$ cat src/rtl/bss_pkg.sv
// ----------------------------------------------------------------------------
// bss_pkg
// Shared types and constants for the beacon sync supervisor timer.
// ----------------------------------------------------------------------------
`default_nettype none

package bss_pkg;

    // item codes
    localparam logic [1:0] OP_FAST_TICK = 2'd0;
    localparam logic [1:0] OP_SLOW_TICK = 2'd1;
    localparam logic [1:0] OP_PKT_IRQ   = 2'd2;

    // packet types
    localparam logic [1:0] PKT_BEACON   = 2'd0;
    localparam logic [1:0] PKT_JOIN_ACK = 2'd1;
    localparam logic [1:0] PKT_REJOIN   = 2'd2;

    // handler events
    localparam logic [1:0] HE_NONE     = 2'd0;
    localparam logic [1:0] HE_BEACON   = 2'd1;
    localparam logic [1:0] HE_JOIN_ACK = 2'd2;
    localparam logic [1:0] HE_REJOIN   = 2'd3;

    // register indexes
    localparam logic [2:0] REG_POWER_MODE   = 3'd0;
    localparam logic [2:0] REG_BEACON_PER   = 3'd1;
    localparam logic [2:0] REG_PRE_WAKE     = 3'd2;
    localparam logic [2:0] REG_COLLECT_PER  = 3'd3;
    localparam logic [2:0] REG_COLLECT_EN   = 3'd4;
    localparam logic [2:0] REG_CAL_PER      = 3'd5;
    localparam logic [2:0] REG_RRESET_LIMIT = 3'd6;
    localparam logic [2:0] REG_REBOOT_LIMIT = 3'd7;

    localparam int ADDR_W = 5;

    // reset values of the registers
    localparam logic [15:0] RST_BEACON_PER   = 16'd1000;
    localparam logic [31:0] RST_PRE_WAKE     = 32'd990;
    localparam logic [15:0] RST_COLLECT_PER  = 16'd5000;
    localparam logic [15:0] RST_CAL_PER      = 16'd600;
    localparam logic [15:0] RST_RRESET_LIMIT = 16'd50;
    localparam logic [15:0] RST_REBOOT_LIMIT = 16'd300;

    typedef struct packed {
        logic [1:0] opcode;
        logic       packet_valid;
        logic [1:0] packet_type;
        logic       collect_active;
        logic       road_empty;
    } t_item;

    typedef struct packed {
        logic        reboot_request;
        logic        radio_reset_task;
        logic        radio_reset_now;
        logic        wake_radio;
        logic        enable_radio_irq;
        logic        collect_data;
        logic        calibrate;
        logic        get_variance;
        logic [1:0]  handler_event;
        logic        arm_frame_timer;
        logic        packet_ok;
    } t_result;

    typedef struct packed {
        logic        power_mode;
        logic [15:0] bcn_interval;
        logic [31:0] pre_beacon_wake;
        logic [15:0] coll_interval;
        logic        collect_enable;
        logic [15:0] calib_interval;
        logic [15:0] radio_reset_limit;
        logic [15:0] reboot_limit;
    } t_cfg;

    typedef struct packed {
        logic [31:0] frame_ticks;
        logic [15:0] collect_ticks;
        logic [15:0] silence_ticks;
        logic [15:0] cal_ticks;
    } t_state;

endpackage

`default_nettype wire

$ cat src/rtl/bss_in_if.sv
// ----------------------------------------------------------------------------
// bss_in_if
// Event channel: valid/ready handshake with the event fields.
// ----------------------------------------------------------------------------
`default_nettype none

interface bss_in_if;
    logic       valid;
    logic       ready;
    logic [1:0] opcode;
    logic       packet_valid;
    logic [1:0] packet_type;
    logic       collect_active;
    logic       road_empty;

    modport source (output valid, opcode, packet_valid, packet_type, collect_active,
                    road_empty, input ready);
    modport sink   (input valid, opcode, packet_valid, packet_type, collect_active,
                    road_empty, output ready);
endinterface

`default_nettype wire

$ cat src/rtl/bss_out_if.sv
// ----------------------------------------------------------------------------
// bss_out_if
// Result channel: valid/ready handshake with the request fields.
// ----------------------------------------------------------------------------
`default_nettype none

interface bss_out_if;
    logic       valid;
    logic       ready;
    logic       reboot_request;
    logic       radio_reset_task;
    logic       radio_reset_now;
    logic       wake_radio;
    logic       enable_radio_irq;
    logic       collect_data;
    logic       calibrate;
    logic       get_variance;
    logic [1:0] handler_event;
    logic       arm_frame_timer;
    logic       packet_ok;

    modport source (output valid, reboot_request, radio_reset_task, radio_reset_now,
                    wake_radio, enable_radio_irq, collect_data, calibrate, get_variance,
                    handler_event, arm_frame_timer, packet_ok, input ready);
    modport sink   (input valid, reboot_request, radio_reset_task, radio_reset_now,
                    wake_radio, enable_radio_irq, collect_data, calibrate, get_variance,
                    handler_event, arm_frame_timer, packet_ok, output ready);
endinterface

`default_nettype wire

$ cat src/rtl/bss_step.sv
// ----------------------------------------------------------------------------
// bss_step
// Next-state and request logic for one event against the current counters.
// ----------------------------------------------------------------------------
`default_nettype none

module bss_step (
    input  var bss_pkg::t_item   i_item,
    input  var bss_pkg::t_cfg    i_cfg,
    input  var bss_pkg::t_state  i_state,
    output bss_pkg::t_state      o_state,
    output bss_pkg::t_result     o_result
);
    import bss_pkg::*;

    logic [31:0] frame_inc;
    logic [15:0] collect_inc;
    logic [15:0] silence_inc;
    logic [15:0] cal_inc;
    logic [31:0] loss_point;
    logic [31:0] reboot_point;

    // saturating increments
    assign frame_inc   = (i_state.frame_ticks == '1)   ? i_state.frame_ticks
                                                       : i_state.frame_ticks + 32'd1;
    assign collect_inc = (i_state.collect_ticks == '1) ? i_state.collect_ticks
                                                       : i_state.collect_ticks + 16'd1;
    assign silence_inc = (i_state.silence_ticks == '1) ? i_state.silence_ticks
                                                       : i_state.silence_ticks + 16'd1;
    assign cal_inc     = (i_state.cal_ticks == '1)     ? i_state.cal_ticks
                                                       : i_state.cal_ticks + 16'd1;

    // four and eight beacon periods
    assign loss_point   = {14'd0, i_cfg.bcn_interval, 2'b00};
    assign reboot_point = {13'd0, i_cfg.bcn_interval, 3'b000};

    always_comb begin
        o_state  = i_state;
        o_result = '0;
        case (i_item.opcode)
            OP_FAST_TICK: begin
                o_state.frame_ticks = frame_inc;
                if (!i_cfg.power_mode) begin
                    if (frame_inc == loss_point) begin
                        o_result.radio_reset_task = 1'b1;
                        o_result.enable_radio_irq = 1'b1;
                        o_result.wake_radio       = 1'b1;
                    end
                    if (frame_inc > reboot_point) begin
                        o_result.reboot_request = 1'b1;
                    end
                    if (frame_inc == i_cfg.pre_beacon_wake) begin
                        o_result.wake_radio       = 1'b1;
                        o_result.enable_radio_irq = 1'b1;
                    end
                    if (i_cfg.collect_enable && i_item.collect_active) begin
                        if (collect_inc == i_cfg.coll_interval) begin
                            o_state.collect_ticks = '0;
                            o_result.collect_data = 1'b1;
                        end else begin
                            o_state.collect_ticks = collect_inc;
                        end
                    end
                end
            end
            OP_SLOW_TICK: begin
                if (!i_cfg.power_mode) begin
                    o_state.silence_ticks = silence_inc;
                    if (silence_inc > i_cfg.reboot_limit) begin
                        o_result.reboot_request = 1'b1;
                    end else if (silence_inc > i_cfg.radio_reset_limit) begin
                        o_result.radio_reset_now  = 1'b1;
                        o_result.enable_radio_irq = 1'b1;
                    end
                end else begin
                    if (cal_inc == i_cfg.calib_interval) begin
                        o_state.cal_ticks  = '0;
                        o_result.calibrate = i_item.road_empty;
                    end else begin
                        o_state.cal_ticks = cal_inc;
                    end
                    o_result.get_variance = 1'b1;
                end
            end
            OP_PKT_IRQ: begin
                o_state.silence_ticks = '0;
                if (i_item.packet_valid) begin
                    o_result.packet_ok = 1'b1;
                    case (i_item.packet_type)
                        PKT_BEACON: begin
                            o_state.frame_ticks      = '0;
                            o_result.arm_frame_timer = 1'b1;
                            o_result.handler_event   = HE_BEACON;
                        end
                        PKT_JOIN_ACK: o_result.handler_event = HE_JOIN_ACK;
                        PKT_REJOIN:   o_result.handler_event = HE_REJOIN;
                        default:      o_result.handler_event = HE_NONE;
                    endcase
                end
            end
            default: begin
                o_state  = i_state;
                o_result = '0;
            end
        endcase
    end

endmodule

`default_nettype wire

$ cat src/rtl/beacon_sync_supervisor_timer_unit.sv
// ----------------------------------------------------------------------------
// beacon_sync_supervisor_timer_unit
// Supervisor timer for a beacon-synchronised radio node.
// ----------------------------------------------------------------------------
// Usage:
//   i_in carries one event per transfer: fast tick, slow tick or packet
//   interrupt. o_out returns exactly one request word per event, in order.
//   Registers are written over the APB-style port at byte address 4*index
//   and must only be changed while no event is in flight.
// Data path:
//   An accepted event is registered, evaluated against the counters in one
//   pass of short logic and loaded into the result register for o_out. One
//   event is taken every cycle unless o_out stalls; the counters update in
//   the same cycle the result register is loaded, so events run back to back.
// Stall behaviour:
//   The result register holds while o_out.ready is low. The input register
//   still takes one more event, then i_in.ready drops until the result is
//   taken. Nothing is lost or repeated.
// Reset:
//   Synchronous active-low i_rst_n clears both pipeline stages and all four
//   counters and returns the registers to their default values.
// ----------------------------------------------------------------------------
`default_nettype none

module beacon_sync_supervisor_timer_unit (
    input  wire                         i_clk,
    input  wire                         i_rst_n,
    bss_in_if.sink                      i_in,
    bss_out_if.source                   o_out,
    input  wire                         psel,
    input  wire                         penable,
    input  wire                         pwrite,
    input  wire [bss_pkg::ADDR_W-1:0]   paddr,
    input  wire [31:0]                  pwdata,
    output logic [31:0]                 prdata,
    output logic                        pready
);
    import bss_pkg::*;

    t_cfg    r_cfg;
    t_state  r_state;
    t_state  n_state;
    t_item   r_item;
    logic    r_item_valid;
    t_result r_result;
    t_result n_result;
    logic    r_out_valid;
    logic    advance;
    logic    cfg_wr;
    logic [2:0] reg_idx;

    // register access
    assign pready  = 1'b1;
    assign reg_idx = paddr[ADDR_W-1:2];
    assign cfg_wr  = psel && penable && pwrite;

    always_ff @(posedge i_clk) begin
        if (!i_rst_n) begin
            r_cfg.power_mode        <= 1'b0;
            r_cfg.bcn_interval      <= RST_BEACON_PER;
            r_cfg.pre_beacon_wake   <= RST_PRE_WAKE;
            r_cfg.coll_interval     <= RST_COLLECT_PER;
            r_cfg.collect_enable    <= 1'b1;
            r_cfg.calib_interval    <= RST_CAL_PER;
            r_cfg.radio_reset_limit <= RST_RRESET_LIMIT;
            r_cfg.reboot_limit      <= RST_REBOOT_LIMIT;
        end else if (cfg_wr) begin
            case (reg_idx)
                REG_POWER_MODE:   r_cfg.power_mode        <= pwdata[0];
                REG_BEACON_PER:   r_cfg.bcn_interval      <= pwdata[15:0];
                REG_PRE_WAKE:     r_cfg.pre_beacon_wake   <= pwdata;
                REG_COLLECT_PER:  r_cfg.coll_interval     <= pwdata[15:0];
                REG_COLLECT_EN:   r_cfg.collect_enable    <= pwdata[0];
                REG_CAL_PER:      r_cfg.calib_interval    <= pwdata[15:0];
                REG_RRESET_LIMIT: r_cfg.radio_reset_limit <= pwdata[15:0];
                REG_REBOOT_LIMIT: r_cfg.reboot_limit      <= pwdata[15:0];
                default:          r_cfg <= r_cfg;
            endcase
        end
    end

    // read-back mux
    always_comb begin
        case (reg_idx)
            REG_POWER_MODE:   prdata = {31'd0, r_cfg.power_mode};
            REG_BEACON_PER:   prdata = {16'd0, r_cfg.bcn_interval};
            REG_PRE_WAKE:     prdata = r_cfg.pre_beacon_wake;
            REG_COLLECT_PER:  prdata = {16'd0, r_cfg.coll_interval};
            REG_COLLECT_EN:   prdata = {31'd0, r_cfg.collect_enable};
            REG_CAL_PER:      prdata = {16'd0, r_cfg.calib_interval};
            REG_RRESET_LIMIT: prdata = {16'd0, r_cfg.radio_reset_limit};
            REG_REBOOT_LIMIT: prdata = {16'd0, r_cfg.reboot_limit};
            default:          prdata = '0;
        endcase
    end

    // pipeline flow control
    assign advance    = r_item_valid && (!r_out_valid || o_out.ready);
    assign i_in.ready = !r_item_valid || advance;

    // input register
    always_ff @(posedge i_clk) begin
        if (!i_rst_n) begin
            r_item_valid <= 1'b0;
        end else if (i_in.ready) begin
            r_item_valid <= i_in.valid;
        end
    end

    always_ff @(posedge i_clk) begin
        if (i_in.ready && i_in.valid) begin
            r_item.opcode         <= i_in.opcode;
            r_item.packet_valid   <= i_in.packet_valid;
            r_item.packet_type    <= i_in.packet_type;
            r_item.collect_active <= i_in.collect_active;
            r_item.road_empty     <= i_in.road_empty;
        end
    end

    // event evaluation
    bss_step u_step (
        .i_item   (r_item),
        .i_cfg    (r_cfg),
        .i_state  (r_state),
        .o_state  (n_state),
        .o_result (n_result)
    );

    // counters
    always_ff @(posedge i_clk) begin
        if (!i_rst_n) begin
            r_state <= '0;
        end else if (advance) begin
            r_state <= n_state;
        end
    end

    // result register
    always_ff @(posedge i_clk) begin
        if (!i_rst_n) begin
            r_out_valid <= 1'b0;
        end else if (advance) begin
            r_out_valid <= 1'b1;
        end else if (o_out.ready) begin
            r_out_valid <= 1'b0;
        end
    end

    always_ff @(posedge i_clk) begin
        if (advance) begin
            r_result <= n_result;
        end
    end

    assign o_out.valid            = r_out_valid;
    assign o_out.reboot_request   = r_result.reboot_request;
    assign o_out.radio_reset_task = r_result.radio_reset_task;
    assign o_out.radio_reset_now  = r_result.radio_reset_now;
    assign o_out.wake_radio       = r_result.wake_radio;
    assign o_out.enable_radio_irq = r_result.enable_radio_irq;
    assign o_out.collect_data     = r_result.collect_data;
    assign o_out.calibrate        = r_result.calibrate;
    assign o_out.get_variance     = r_result.get_variance;
    assign o_out.handler_event    = r_result.handler_event;
    assign o_out.arm_frame_timer  = r_result.arm_frame_timer;
    assign o_out.packet_ok        = r_result.packet_ok;

    // checks
    a_hdl_needs_ok: assert property (@(posedge i_clk) disable iff (!i_rst_n)
        r_out_valid && (r_result.handler_event != HE_NONE) |-> r_result.packet_ok)
        else $error("handler event without valid packet");

    a_silence_excl: assert property (@(posedge i_clk) disable iff (!i_rst_n)
        r_out_valid && r_result.radio_reset_now |-> !r_result.reboot_request)
        else $error("hard radio reset raised together with reboot");

    a_cal_with_var: assert property (@(posedge i_clk) disable iff (!i_rst_n)
        r_out_valid && r_result.calibrate |-> r_result.get_variance)
        else $error("calibrate without variance request");

    a_arm_on_beacon: assert property (@(posedge i_clk) disable iff (!i_rst_n)
        advance && n_result.arm_frame_timer |=> (r_state.frame_ticks == 32'd0))
        else $error("frame counter not cleared on beacon");

    a_pkt_clears: assert property (@(posedge i_clk) disable iff (!i_rst_n)
        advance && (r_item.opcode == OP_PKT_IRQ) |=> (r_state.silence_ticks == 16'd0))
        else $error("silence count not cleared by packet interrupt");

endmodule

`default_nettype wire
$ cat src/flat_wrapper.sv
// flat-port wrapper written by rule: the top's interface ports become plain ports
module beacon_sync_supervisor_timer_unit_flat import bss_pkg::*;
  (i_clk, i_rst_n, psel, penable, pwrite, paddr, pwdata, prdata, pready, i_in_valid, i_in_opcode, i_in_packet_valid, i_in_packet_type, i_in_collect_active, i_in_road_empty, i_in_ready, o_out_valid, o_out_reboot_request, o_out_radio_reset_task, o_out_radio_reset_now, o_out_wake_radio, o_out_enable_radio_irq, o_out_collect_data, o_out_calibrate, o_out_get_variance, o_out_handler_event, o_out_arm_frame_timer, o_out_packet_ok, o_out_ready);
  bss_in_if i_in_i ();
  bss_out_if o_out_i ();
  input  wire i_clk;
  input  wire i_rst_n;
  input  wire psel;
  input  wire penable;
  input  wire pwrite;
  input  wire [bss_pkg::ADDR_W-1:0] paddr;
  input  wire [31:0] pwdata;
  output logic [31:0] prdata;
  output logic pready;
  input wire logic [$bits(i_in_i.valid)-1:0] i_in_valid;
  input wire logic [$bits(i_in_i.opcode)-1:0] i_in_opcode;
  input wire logic [$bits(i_in_i.packet_valid)-1:0] i_in_packet_valid;
  input wire logic [$bits(i_in_i.packet_type)-1:0] i_in_packet_type;
  input wire logic [$bits(i_in_i.collect_active)-1:0] i_in_collect_active;
  input wire logic [$bits(i_in_i.road_empty)-1:0] i_in_road_empty;
  output wire logic [$bits(i_in_i.ready)-1:0] i_in_ready;
  output wire logic [$bits(o_out_i.valid)-1:0] o_out_valid;
  output wire logic [$bits(o_out_i.reboot_request)-1:0] o_out_reboot_request;
  output wire logic [$bits(o_out_i.radio_reset_task)-1:0] o_out_radio_reset_task;
  output wire logic [$bits(o_out_i.radio_reset_now)-1:0] o_out_radio_reset_now;
  output wire logic [$bits(o_out_i.wake_radio)-1:0] o_out_wake_radio;
  output wire logic [$bits(o_out_i.enable_radio_irq)-1:0] o_out_enable_radio_irq;
  output wire logic [$bits(o_out_i.collect_data)-1:0] o_out_collect_data;
  output wire logic [$bits(o_out_i.calibrate)-1:0] o_out_calibrate;
  output wire logic [$bits(o_out_i.get_variance)-1:0] o_out_get_variance;
  output wire logic [$bits(o_out_i.handler_event)-1:0] o_out_handler_event;
  output wire logic [$bits(o_out_i.arm_frame_timer)-1:0] o_out_arm_frame_timer;
  output wire logic [$bits(o_out_i.packet_ok)-1:0] o_out_packet_ok;
  input wire logic [$bits(o_out_i.ready)-1:0] o_out_ready;
  assign i_in_i.valid = i_in_valid;
  assign i_in_i.opcode = i_in_opcode;
  assign i_in_i.packet_valid = i_in_packet_valid;
  assign i_in_i.packet_type = i_in_packet_type;
  assign i_in_i.collect_active = i_in_collect_active;
  assign i_in_i.road_empty = i_in_road_empty;
  assign i_in_ready = i_in_i.ready;
  assign o_out_valid = o_out_i.valid;
  assign o_out_reboot_request = o_out_i.reboot_request;
  assign o_out_radio_reset_task = o_out_i.radio_reset_task;
  assign o_out_radio_reset_now = o_out_i.radio_reset_now;
  assign o_out_wake_radio = o_out_i.wake_radio;
  assign o_out_enable_radio_irq = o_out_i.enable_radio_irq;
  assign o_out_collect_data = o_out_i.collect_data;
  assign o_out_calibrate = o_out_i.calibrate;
  assign o_out_get_variance = o_out_i.get_variance;
  assign o_out_handler_event = o_out_i.handler_event;
  assign o_out_arm_frame_timer = o_out_i.arm_frame_timer;
  assign o_out_packet_ok = o_out_i.packet_ok;
  assign o_out_i.ready = o_out_ready;
  beacon_sync_supervisor_timer_unit u_core (.i_clk(i_clk), .i_rst_n(i_rst_n), .i_in(i_in_i), .o_out(o_out_i), .psel(psel), .penable(penable), .pwrite(pwrite), .paddr(paddr), .pwdata(pwdata), .prdata(prdata), .pready(pready));
endmodule
$ cat config.mk
export PLATFORM = sky130hd
export DESIGN_NAME = beacon_sync_supervisor_timer_unit_flat
export DESIGN_NICKNAME = d
export VERILOG_FILES = /design/src/rtl/bss_pkg.sv /design/src/rtl/bss_in_if.sv /design/src/rtl/bss_out_if.sv /design/src/rtl/bss_step.sv /design/src/rtl/beacon_sync_supervisor_timer_unit.sv /design/src/flat_wrapper.sv
export SDC_FILE = /design/constraint.sdc
export NUM_CORES = 1
export LEC_CHECK = 0
export BUFFER_PORTS_ARGS = -buffer_cell sky130_fd_sc_hd__buf_2
export CORE_MARGIN = 2
export CORE_UTILIZATION = 50
export CTS_CLUSTER_DIAMETER = 80
export DETAILED_ROUTE_END_ITERATION = 8
export PLACE_DENSITY_LB_ADDON = 0.05
export SYNTH_ARGS = -nofsm -noshare
export SYNTH_HDL_FRONTEND = slang
export SYNTH_SLANG_ARGS = --single-unit
$ cat constraint.sdc
create_clock -name i_clk -period 7 [get_ports i_clk]
set_input_delay 0.7 -clock i_clk [delete_from_list [all_inputs] [get_ports i_clk]]
set_output_delay 0.7 -clock i_clk [all_outputs]
set_load 0.02 [all_outputs]
==> results.tsv, run 1 <==
stage	metric	value	unit
pwr	seq_power_share	44.5	%
clocking	cts_buffers	26	
critical_path	cp_data_arrival_time	5.13	ns
pwr	vdd_drop_max	0.1904	mV
synth	async_reset_ff_share	0	%
routing	wl_per_cell	22.34	µm
synth	yosysWarnings	0	
pwr	power.density	178.9	nW/µm²
grt	grt_max_degree	79	
grt	grt_use_total	33.61	%
routing	vias_per_cell	6.335	
placed_design	dpl.hpwl	38110	µm
placed_design	portBuffers	94	
synth	yosys-top-cells-count	326 x nand2_1, 196 x dfxtp_1, 175 x a21oi_1, 145 x nor2_1, 113 x o21ai_0	
clocking	post_cts_buffers	0	
critical_path	max_stage_delay	0.51	ns
timing	clock.fmax	205.9	MHz
timing	fin_crit_sh	69.37	%
finish	num_antenna_cells	0	
die	initial_core_util	50.69	%
grt	overflow	0	
grt	antenna_found_initial	0	
finish	fin_nets	2055	
clocking	cts.sinks	215	
critical_path	crit_path_cell_trace	ha_1 -> and3_1 -> nand4_1 -> o211ai_2 -> xnor2_1 -> inv_1 -> ha_1 -> a21o_1 -> a211oi_1 -> nor2_1 -> o21ai_0 -> a21oi_1 -> a211oi_1 -> o21ai_0 -> a21oi_1 -> o22ai_1	
pwr	pwr-share-clk	49.0	%
die	num_rows	62	
clocking	cts-hold-fix-buffers	0	
critical_path	critPathCapture	u_core.o_out.reboot_request$_DFFE_PP_	
die	io_pins	98	
critical_path	endpoint_kind	flip-flop	
synth	synth_nets	2044	
critical_path	cp_slowest_cell	o211ai_2	
critical_path	path_class	flip-flop to flip-flop	
die	coreArea	28700	µm²
critical_path	cp_max_fo	9	
timing	setup_viol	0	
min_path	hold_class	primary input to flip-flop	
critical_path	critPathBufInv	1	
pwr	power.internal	2144	µW
routing	dr_total_vias	14910	
grt	grt_pass1_wl	80630	µm
routing	firstDrtPassIters	6	
synth	synth_area_leaders	dfxtp_1 27%, nand2_1 8.4%, a21oi_1 6.0%, ha_1 4.6%, xnor2_1 4.3%	
critical_path	reg2reg_slack	2.14	ns
min_path	whs_path_depth	1	
critical_path	r2r_end	u_core.o_out.reboot_request$_DFFE_PP_	
synth	avgSynthCellArea	7.503	µm²
die	die_x	174.6	µm
clocking	clk_pin_slew_worst_paths	0.06	ns
clocking	clk_latency	0.54	ns
timing	finClkSkew	0.009152	ns
clocking	post_cts_resized	0	
timing	slew-limit-headroom	16.18	%
routing	drt-initial-drc-count	1550	
synth	synth_cell_types	86	
clocking	cts_max_level	1	
clocking	cts_buffer_depth	3	
timing	final_hold_viol_count	0	
finish	final_util	55.69	%
synth	syn-cell-area	14550	µm²
placed_design	place_area	15120	µm²
outcome	status	finished clean	
pwr	p_switching	715.9	µW
timing	fin_tns_setup	0	ns
timing	worst_pin_slew	1.250	ns
flow_run	drv_cap	0	
synth	yosysTopAreaCellShare	26.97	%
die	die_h	174.6	µm
pwr	p_leak	0.006034	µW
routing	route.detailed.drc	0	
synth	postSynthCellCount	1939	
clocking	cts_tree	built	
synth	synth_most_common_cell	nand2_1	
critical_path	cp_data_required_time	7.27	ns
timing	rsz0062_at_grt	false	
timing	slew_viol_final	0	
finish	fillers	2797	
placed_design	gp_congestion	0.9664	
routing	wl	52590	µm
synth	synth_edf_count	19	
finish	drive_gt1_share	9.645	%
timing	period_minus_slack	4.856	ns
critical_path	rr_startpoint	u_core.r_state[48]$_SDFFE_PN0P_	
critical_path	crit_family	compound AO/OA/AOI/OAI gates	
finish	fin_area	15990	µm²
critical_path	reg2regPathDepth	16	
pwr	p_sw_share	25.03	%
clocking	root_buffer	clkbuf_16	
synth	synth_top_cell_by_area	dfxtp_1	
critical_path	critPathLaunchType	flip-flop	
critical_path	cp.depth	16	
grt	grt_pass1_vias	13630	
die	die-area	30480	µm²
synth	yosys_register_bits	215	
routing	postRouteAntennaNets	0	
critical_path	cp-startpoint	u_core.r_state[48]$_SDFFE_PN0P_	
finish	synthToLayoutAreaGrowth	9.873	%
synth	ys.flop_type	dfxtp_1	
pwr	comb_power_share	6.5	%
synth	ys_seq_area_share	30.89	%
-- per-stage QoR --
step                hold WS, ns  worst slack [ns]  total power (µW)  std cells
CTS                      0.3263             2.287              2863       2354
finish                   0.3376             2.144              2860       2354
global route             0.3402             1.985              2919       2354
detailed placement       0.4652             2.331              1480       2306
global placement         0.4580             2.330              1478       2306
floorplan                0.4462             2.865              1399       1939
-- power groups by stage --
| stage | registers, µW | logic (µW) | clock network, µW |
|---|---|---|---|
| finish | 1270 | 187 | 1400 |
| global route | 1270 | 199 | 1450 |
| detailed placement | 1300 | 182 | 0 |
| global placement | 1300 | 181 | 0 |
| floorplan | 1300 | 104 | 0 |
| CTS | 1270 | 183 | 1410 |
-- state kept, by name (all words and copies together), names as in the netlist --
register / count
u_core.r_cfg: 114
u_core.r_state: 80
u_core.r_item: 7
u_core.o_out.handler_event: 2
u_core.o_out.arm_frame_timer: 1
u_core.o_out.calibrate: 1
u_core.o_out.collect_data: 1
u_core.o_out.enable_radio_irq: 1
u_core.o_out.get_variance: 1
u_core.o_out.packet_ok: 1
u_core.o_out.radio_reset_now: 1
u_core.o_out.radio_reset_task: 1
u_core.o_out.reboot_request: 1
u_core.o_out.valid: 1
u_core.o_out.wake_radio: 1
u_core.r_item_valid: 1
-- layer usage --
metal	vias up	part of all wire (%)	track usage, %
met1	7074	44	47.78
met5	-	0	0
met3	114	8.6	4.678
met4	0	3.7	11.60
li1	6989	-	-
met2	735	44	52.33
-- layout by cell type, fill, tap and decap left out, types with 14 or more instances in the layout --
cell         n
nand2_1    326
dfxtp_1    196
a21oi_1    175
nor2_1     144
o21ai_0    113
buf_2       94
nand3_1     81
inv_1       75
xnor2_1     71
nor3_1      56
ha_1        54
nand4_1     39
mux2i_1     38
and3_1      35
xor2_1      30
clkbuf_16   27
nor4_1      26
nor2b_1     23
o211ai_1    22
edfxtp_1    19
o21a_1      16
and4_1      15
a211oi_1    15
a21o_1      15
a22oi_1     15
buf_4       15
a22o_1      14
-- cell families (layout without fill, tap and decap cells) --
logic type,count (synthesis),after routing,synth area share (%)
AOI/OAI and AO/OA,487,487,21.33
xor gates and xnor gates,102,102,6.244
adders and majority gates,54,54,4.644
muxes,44,44,3.233
and+or+nand+nor,834,834,28.04
other,1,1,0.02578
DFF,215,215,30.89
buffers and inverters,202,233,5.599
-- worst register-to-register path, cell delays in order, from the launching register on --
cell,delay [ns]
dfxtp_1,0.49
ha_1,0.37
and3_1,0.44
nand4_1,0.47
o211ai_2,0.51
xnor2_1,0.33
inv_1,0.10
ha_1,0.31
a21o_1,0.17
a211oi_1,0.23
nor2_1,0.07
o21ai_0,0.16
a21oi_1,0.10
a211oi_1,0.28
o21ai_0,0.19
a21oi_1,0.24
o22ai_1,0.13
-- worst min-delay path by stage --
stage	startpoint	to	slack, ns
2_1_floorplan	u_core.r_cfg[4]$_SDFFE_PN0P_	u_core.r_cfg[4]$_SDFFE_PN0P_	0.45
3_3_place_gp	u_core.r_cfg[30]$_SDFFE_PN0P_	u_core.r_cfg[30]$_SDFFE_PN0P_	0.46
3_5_place_dp	u_core.r_cfg[14]$_SDFFE_PN0P_	u_core.r_cfg[14]$_SDFFE_PN0P_	0.47
4_1_cts	i_in_packet_type[1]	u_core.r_item[3]$_DFFE_PP_	0.33
5_1_grt	i_in_collect_active	u_core.r_item[1]$_DFFE_PP_	0.34
6_report	i_in_packet_valid	u_core.r_item[4]$_DFFE_PP_	0.34
-- final cells by class --
class	instances	area (µm²)	share of cell area [%]
clock inverter	12	136.4	0.8532
tap	384	480.5	3.006
clock buffer	36	729.5	4.563
inverter	76	287.8	1.800
timing repair buffer	109	583.1	3.647
sequential	215	4494	28.12
multi-input combinational	1522	9274	58.02
Power figures use the tool's default switching activity.
==> run 2, diff against run 1 <==
==> constraint.sdc (replaced) <==
create_clock -name i_clk -period 4.65 [get_ports i_clk]
set_input_delay 0.465 -clock i_clk [delete_from_list [all_inputs] [get_ports i_clk]]
set_output_delay 0.465 -clock i_clk [all_outputs]
set_load 0.02 [all_outputs]
==> run 2 against run 1 <==
  * Largest cell class unchanged
  * Routed wire length down 0.40%
  * Flip-flop and latch count unchanged
  * Hold slack worse by 0.24 ns
  * Final area increased by 1.9%
  * Clock skew grew 0.0013 ns
==> results.tsv, run 2 (synthesis gave the netlist of run 1 again) <==
stage	metric	value	unit	change
outcome	status	finished clean		
finish	synthToLayoutAreaGrowth	11.92	%	
clocking	clk_pin_slew_worst_paths	0.06	ns	about the same
clocking	cts.sinks	215		unchanged
min_path	hold_class	primary input to flip-flop		
placed_design	dp.cells	2336		+1.3%
die	num_rows	62		unchanged
routing	wl	52380	µm	-0.40%
grt	grt_max_degree	85		+7.6%
clocking	cts-hold-fix-buffers	0		unchanged
timing	finClkSkew	0.01045	ns	+0.001303 ns
pwr	p_leak	0.006211	µW	+2.9%
clocking	post_cts_resized	0		unchanged
finish	num_antenna_cells	0		unchanged
timing	slew_viol_final	0		unchanged
die	die-area	30480	µm²	unchanged
clocking	cts_tree	built		
finish	largest_register	u_core.r_cfg		
grt	grt_pass1_vias	13770		+1.1%
critical_path	cp_data_required_time	4.94	ns	-2.33 ns
die	initial_core_util	50.69	%	unchanged
finish	mostFrequentLayoutCells	326 x nand2_1, 196 x dfxtp_1, 175 x a21oi_1		
timing	rsz0062_at_grt	false		
critical_path	critPathLaunchType	flip-flop		
routing	route.detailed.drc	0		unchanged
finish	fin_nets	2086		+1.5%
critical_path	cp_data_arrival_time	4.58	ns	-0.55 ns
placed_design	dpl.hpwl	38410	µm	+0.78%
timing	setup_viol	0		unchanged
grt	grt_pass1_wl	80750	µm	+0.15%
flow_run	drv_cap	0		unchanged
die	die_x	174.6	µm	unchanged
finish	largest_registers	u_core.r_cfg x114, u_core.r_state x80, u_core.r_item x7		
routing	postRouteAntennaNets	0		unchanged
timing	worst_pin_slew	1.208	ns	-0.04219 ns
critical_path	endpoint_kind	flip-flop		
clocking	root_buffer	clkbuf_16		
pwr	power	4402	µW	+54%
finish	fin_cells	2385		+1.3%
critical_path	cp_max_fo	8		-1
critical_path	path_class	flip-flop to flip-flop		
routing	vias_per_cell	6.308		-0.43%
grt	antenna_found_initial	0		unchanged
die	io_pins	98		unchanged
clocking	cts_max_level	1		unchanged
timing	fin_crit_sh	92.33	%	+23 points
die	die_h	174.6	µm	unchanged
pwr	vdd_drop_max	0.2821	mV	+48%
placed_design	portBuffers	94		unchanged
timing	timing.hold.ws	0.09983	ns	-0.2378 ns
finish	drive_gt1_share	11.19	%	+1.5 points
routing	drt-initial-drc-count	1585		+2.3%
die	coreArea	28700	µm²	unchanged
finish	fillers	2776		-0.75%
grt	overflow	0		unchanged
clocking	cts_buffer_depth	3		unchanged
routing	dr_total_vias	15040		+0.89%
finish	largest_reg_flops	114		unchanged
placed_design	gp_congestion	0.9951		+3.0%
timing	period_minus_slack	4.293	ns	-0.5623 ns
routing	firstDrtPassIters	6		unchanged
clocking	cts_buffers	27		+3.8%
timing	fin_tns_setup	0	ns	unchanged
timing	slew-limit-headroom	19.01	%	+2.8 points
timing	final_hold_viol_count	0		unchanged
clocking	clk_latency	0.54	ns	about the same
pwr	power.density	270.4	nW/µm²	+51%
grt	grt_use_total	33.49	%	-0.12 points
routing	wl_per_cell	21.96	µm	-1.7%
finish	final_common_cell	nand2_1		
clocking	post_cts_buffers	0		unchanged
timing	clock.fmax	232.9	MHz	+13%
==> run 2: cell types whose count changed in the layout (fill, tap and decap cells not counted), sizes merged <==
cell      previous run  this run
bufinv               3         4
buf                109       139
clkinv               7         6
clkinvlp             1         3
clkbuf              36        34
inv                 77        78
==> run 2: area by class of cell <==
class	instances	area, µm²	share of cell area [%]
clock buffer	34	732.0	4.495
clock inverter	15	188.9	1.160
inverter	76	287.8	1.767
multi-input combinational	1522	9279	56.98
sequential	215	4494	27.60
tap	384	480.5	2.951
timing repair buffer	139	820.8	5.041
==> run 2: path summary, 6_finish.rpt <==
path / to / startpoint / slack [ns] / cells after the start
setup / recovery: u_core.o_out.enable_radio_irq$_DFFE_PP_ / u_core.r_state[20]$_SDFFE_PN0P_ / 0.36 / 18
hold / removal: u_core.r_item[4]$_DFFE_PP_ / i_in_packet_valid / 0.1 / 1
setup reg to reg: u_core.o_out.enable_radio_irq$_DFFE_PP_ / u_core.r_state[20]$_SDFFE_PN0P_ / 0.36 / 18
hold reg to reg: u_core.r_cfg[94]$_SDFFE_PN0P_ / u_core.r_cfg[94]$_SDFFE_PN0P_ / 0.47 / 2
==> run 2: per-stage QoR <==
| stage | instance area (µm²) | util [%] | worst slack [ns] |
|---|---|---|---|
| 2_1_floorplan | 14550 | - | 0.5153 |
| 3_5_place_dp | 15360 | 53.52 | 0.3857 |
| 6_report | 16280 | 56.73 | 0.3567 |
| 4_1_cts | 16280 | 56.73 | 0.3695 |
| 3_3_place_gp | 15360 | 53.52 | 0.4056 |
| 5_1_grt | 16280 | 56.73 | 0.08091 |
==> run 2: power breakdown <==
| group | switching [µW] | internal (µW) |
|---|---|---|
| sequential | 24.7 | 1890 |
| clock | 869 | 1340 |
| combinational | 202 | 81.5 |
| total | 1090 | 3310 |
==> run 2: critical path, stage by stage, from the launching register on <==
cell and delay [ns]:
dfxtp_1 0.46, and4_1 0.24, nand3_1 0.13, or2_2 0.34, or4_1 0.49, nand3_1 0.12
nor2_1 0.08, and3_1 0.22, xor2_1 0.24, ha_1 0.29, a21o_1 0.18, a21o_1 0.17
a21o_1 0.18, a21o_1 0.17, a21oi_1 0.15, nor2_1 0.06, o21ai_0 0.18, a211oi_1 0.10
or2_1 0.24
==> run 2: metal layers <==
layer | routed length (µm) | up-vias | global-route usage, %
li1 | - | 7044 | -
met1 | 22760 | 7119 | 47.48
met2 | 23300 | 766 | 53.03
met3 | 4558 | 115 | 4.308
met4 | 1757 | 0 | 10.52
met5 | 0 | - | 0
==> run 3, diff against run 2 <==
--- a/config.mk
+++ b/config.mk
@@ -13,4 +13,5 @@
 export PLACE_DENSITY_LB_ADDON = 0.05
 export SYNTH_ARGS = -nofsm -noshare
 export SYNTH_HDL_FRONTEND = slang
+export SYNTH_HIERARCHICAL = 1
 export SYNTH_SLANG_ARGS = --single-unit
==> run 3 against run 2 <==
  * Synthesized cell count increased by 3.7%
  * Synthesized area increased by 7.5%
  * Critical path depth decreased by 4
  * Sequential share of layout area decreased by 1.5 points
  * Register-to-register slack improved by 0.07 ns
==> results.tsv, run 3 <==
stage	metric	value	unit	change
synth	synth_edf_count	19		unchanged
pwr	p_leak	0.006765	µW	+8.9%
die	initial_core_util	51.00	%	+0.31 points
clocking	cts_buffer_depth	3		unchanged
min_path	hold_class	primary input to flip-flop		
timing	fin_ws	0.4300	ns	+0.07333 ns
critical_path	path_class	flip-flop to flip-flop		
critical_path	critPathLaunchType	flip-flop		
pwr	vdd_drop_max	0.3102	mV	+10%
flow_run	drv_cap	0		unchanged
critical_path	endpoint_kind	flip-flop		
finish	fin_area	17210	µm²	+5.7%
finish	fin_cells	2449		+2.7%
finish	largest_reg_flops	114		unchanged
finish	largest_register	u_core/r_cfg		
grt	grt_pass1_wl	84400	µm	+4.5%
critical_path	cp_data_arrival_time	4.55	ns	-0.03 ns
pwr	p_sw_share	26.10	%	+1.2 points
pwr	power.internal	3258	µW	-1.5%
pwr	power.density	256.2	nW/µm²	-5.2%
timing	slew-limit-headroom	29.53	%	+11 points
placed_design	dp.cells	2400		+2.7%
routing	drt-initial-drc-count	1781		+12%
synth	synth_nets	2119		+3.7%
die	io_pins	98		unchanged
critical_path	cp_max_fo	11		+3
placed_design	place_area	16290	µm²	+6.1%
routing	route.detailed.drc	0		unchanged
timing	fin_crit_sh	90.75	%	-1.6 points
synth	postSynthCellCount	2011		+3.7%
clocking	post_cts_buffers	0		unchanged
critical_path	cp_data_required_time	4.98	ns	+0.04 ns
clocking	clk_pin_slew_worst_paths	0.06	ns	about the same
finish	mostFrequentLayoutCells	228 x nand2_1, 195 x dfxtp_1, 171 x o21ai_0		
synth	avgSynthCellArea	7.778	µm²	+3.7%
grt	overflow	0		unchanged
timing	period_minus_slack	4.220	ns	-0.07333 ns
routing	wl	55410	µm	+5.8%
clocking	post_cts_resized	0		unchanged
die	num_rows	64		+3.2%
die	die_x	180.9	µm	+3.6%
placed_design	dpl.hpwl	40400	µm	+5.2%
synth	yosysWarnings	6		+6
grt	antenna_found_initial	5		+5
timing	slew_viol_final	0		unchanged
synth	synth_most_common_cell	nand2_1		
synth	synth_top_cell_by_area	dfxtp_1		
synth	ys.flop_type	dfxtp_1		
die	coreArea	30670	µm²	+6.9%
synth	synth_area_leaders	dfxtp_1 25%, mux2i_1 7.7%, o21ai_0 5.5%, nand2_1 5.5%, xnor2_1 4.8%		
timing	fin_tns_setup	0	ns	unchanged
pwr	seq_power_share	43.2	%	-0.3 points
timing	clock.fmax	237.0	MHz	+1.7%
synth	ys_seq_area_share	28.73	%	-2.2 points
finish	drive_gt1_share	12.71	%	+1.5 points
routing	vias_per_cell	6.343		+0.57%
finish	largest_registers	u_core/r_cfg x114, u_core/r_state x80, u_core/r_item x7		
routing	postRouteAntennaNets	0		unchanged
finish	final_common_cell	nand2_1		
clocking	cts.sinks	215		unchanged
finish	num_antenna_cells	0		unchanged
die	die-area	32720	µm²	+7.3%
routing	dr_total_vias	15540		+3.3%
routing	firstDrtPassIters	5		-1
synth	async_reset_ff_share	0	%	unchanged
clocking	cts_max_level	1		unchanged
outcome	status	finished clean		
clocking	cts_buffers	27		unchanged
clocking	cts-hold-fix-buffers	0		unchanged
clocking	cts_tree	built		
die	die_h	180.9	µm	+3.6%
placed_design	dp_slack	0.4933	ns	+0.1077 ns
grt	grt_use_total	32.76	%	-0.73 points
placed_design	gp_congestion	0.9625		-3.3%
finish	fin_nets	2141		+2.6%
grt	grt_max_degree	89		+4.7%
synth	synth_cell_types	87		+1.2%
synth	yosysTopAreaCellShare	25.08	%	-1.9 points
timing	finClkSkew	0.02342	ns	+0.01297 ns
clocking	clk_latency	0.57	ns	+0.03 ns
pwr	comb_power_share	7.9	%	+1.5 points
pwr	pwr-share-clk	48.9	%	-1.2 points
routing	wl_per_cell	22.63	µm	+3.0%
pwr	p_switching	1150	µW	+5.1%
timing	timing.hold.ws	0.07348	ns	-0.02635 ns
timing	final_hold_viol_count	0		unchanged
timing	rsz0062_at_grt	false		
grt	grt_pass1_vias	13800		+0.20%
placed_design	portBuffers	94		unchanged
synth	yosys_register_bits	215		unchanged
clocking	root_buffer	clkbuf_16		
finish	synthToLayoutAreaGrowth	9.998	%	
timing	setup_viol	0		unchanged
synth	yosys-top-cells-count	228 x nand2_1, 196 x dfxtp_1, 171 x o21ai_0, 146 x nand3_1, 141 x a21oi_1		
synth	syn-cell-area	15640	µm²	+7.5%
finish	fillers	2963		+6.7%
timing	worst_pin_slew	1.057	ns	-0.1513 ns
## run 3: cell types whose count changed in the layout (fill, tap and decap cells not counted), sizes merged, moves of 12 or more
cell    previous run  this run
mux2               4        17
nand3             81       147
and2              12        25
mux2i             38       120
inv               78        96
nand2            326       230
xor2              30        47
and3              35        21
a21oi            175       141
nor3              60        41
o21ai            115       173
xnor2             71        85
a211oi            18         6
nor2             145       102
## run 3: final timing paths
path	from	endpoint	slack, ns	depth (start not counted)
setup reg to reg	u_core/r_state[78]$_SDFFE_PN0P_	u_core/o_out.reboot_request$_DFFE_PP_	0.43	14
hold / removal	i_in_road_empty	u_core/r_item[0]$_DFFE_PP_	0.07	1
hold reg to reg	u_core/r_cfg[22]$_SDFFE_PN0P_	u_core/r_cfg[22]$_SDFFE_PN0P_	0.48	2
setup / recovery	u_core/r_state[78]$_SDFFE_PN0P_	u_core/o_out.reboot_request$_DFFE_PP_	0.43	14
## run 3: cells by family (layout without fill, tap and decap cells)
logic type | count (synthesis) | in the layout | share of synthesized area (%)
xor+xnor | 132 | 132 | 7.391
buf+inv | 247 | 289 | 7.023
mux | 140 | 140 | 9.334
flops | 215 | 215 | 28.73
simple gates | 716 | 716 | 23.16
fa+ha+maj | 57 | 57 | 4.559
other cells | 1 | 1 | 0.02397
compound gates | 503 | 503 | 19.77
## run 3: final cells by class
| class | instances | area, µm² | share of cell area [%] |
|---|---|---|---|
| timing repair buffer | 148 | 878.3 | 5.105 |
| inverter | 92 | 345.3 | 2.007 |
| clock buffer | 35 | 765.7 | 4.450 |
| multi-input combinational | 1549 | 10080 | 58.57 |
| sequential | 215 | 4496 | 26.13 |
| clock inverter | 14 | 147.6 | 0.8581 |
| tap | 396 | 495.5 | 2.880 |
## run 3: power by group through the flow
stage          Sequential (µW)  Combinational, µW  Clock (µW)
2_1_floorplan             1940                216           0
3_3_place_gp              1950                340           0
3_5_place_dp              1950                340           0
4_1_cts                   1910                342        2180
5_1_grt                   1910                373        2260
6_report                  1910                348        2150
## run 3: layer usage
layer  part of all wire (%)  global-route usage [%]  up-vias  wire, µm
met4                    2.1                   7.419        2      1186
met2                     40                   45.44      701     22180
met3                     11                   8.647       74      5856
li1                       -                       -     7254         -
met1                     47                   49.92     7504     26180
met5                  0.023                       0        -        13
## run 3: worst max-delay path: stages, from the launching register on
cell	delay, ns
dfxtp_1	0.56
and4_1	0.35
nand2_1	0.13
or3_1	0.48
a21oi_1	0.46
ha_1	0.34
nor2b_1	0.15
o21a_1	0.17
o21a_1	0.16
o21a_1	0.16
o21ai_0	0.30
a31oi_1	0.17
nor3_1	0.18
o22ai_1	0.17
o21a_1	0.20
## run 3: stage by stage
step / utilization (%) / power [µW]
after floorplan: - / 2158
after global placement: 53.13 / 2285
after detailed placement: 53.13 / 2286
after CTS: 56.10 / 4423
after global routing: 56.10 / 4539
final: 56.10 / 4408
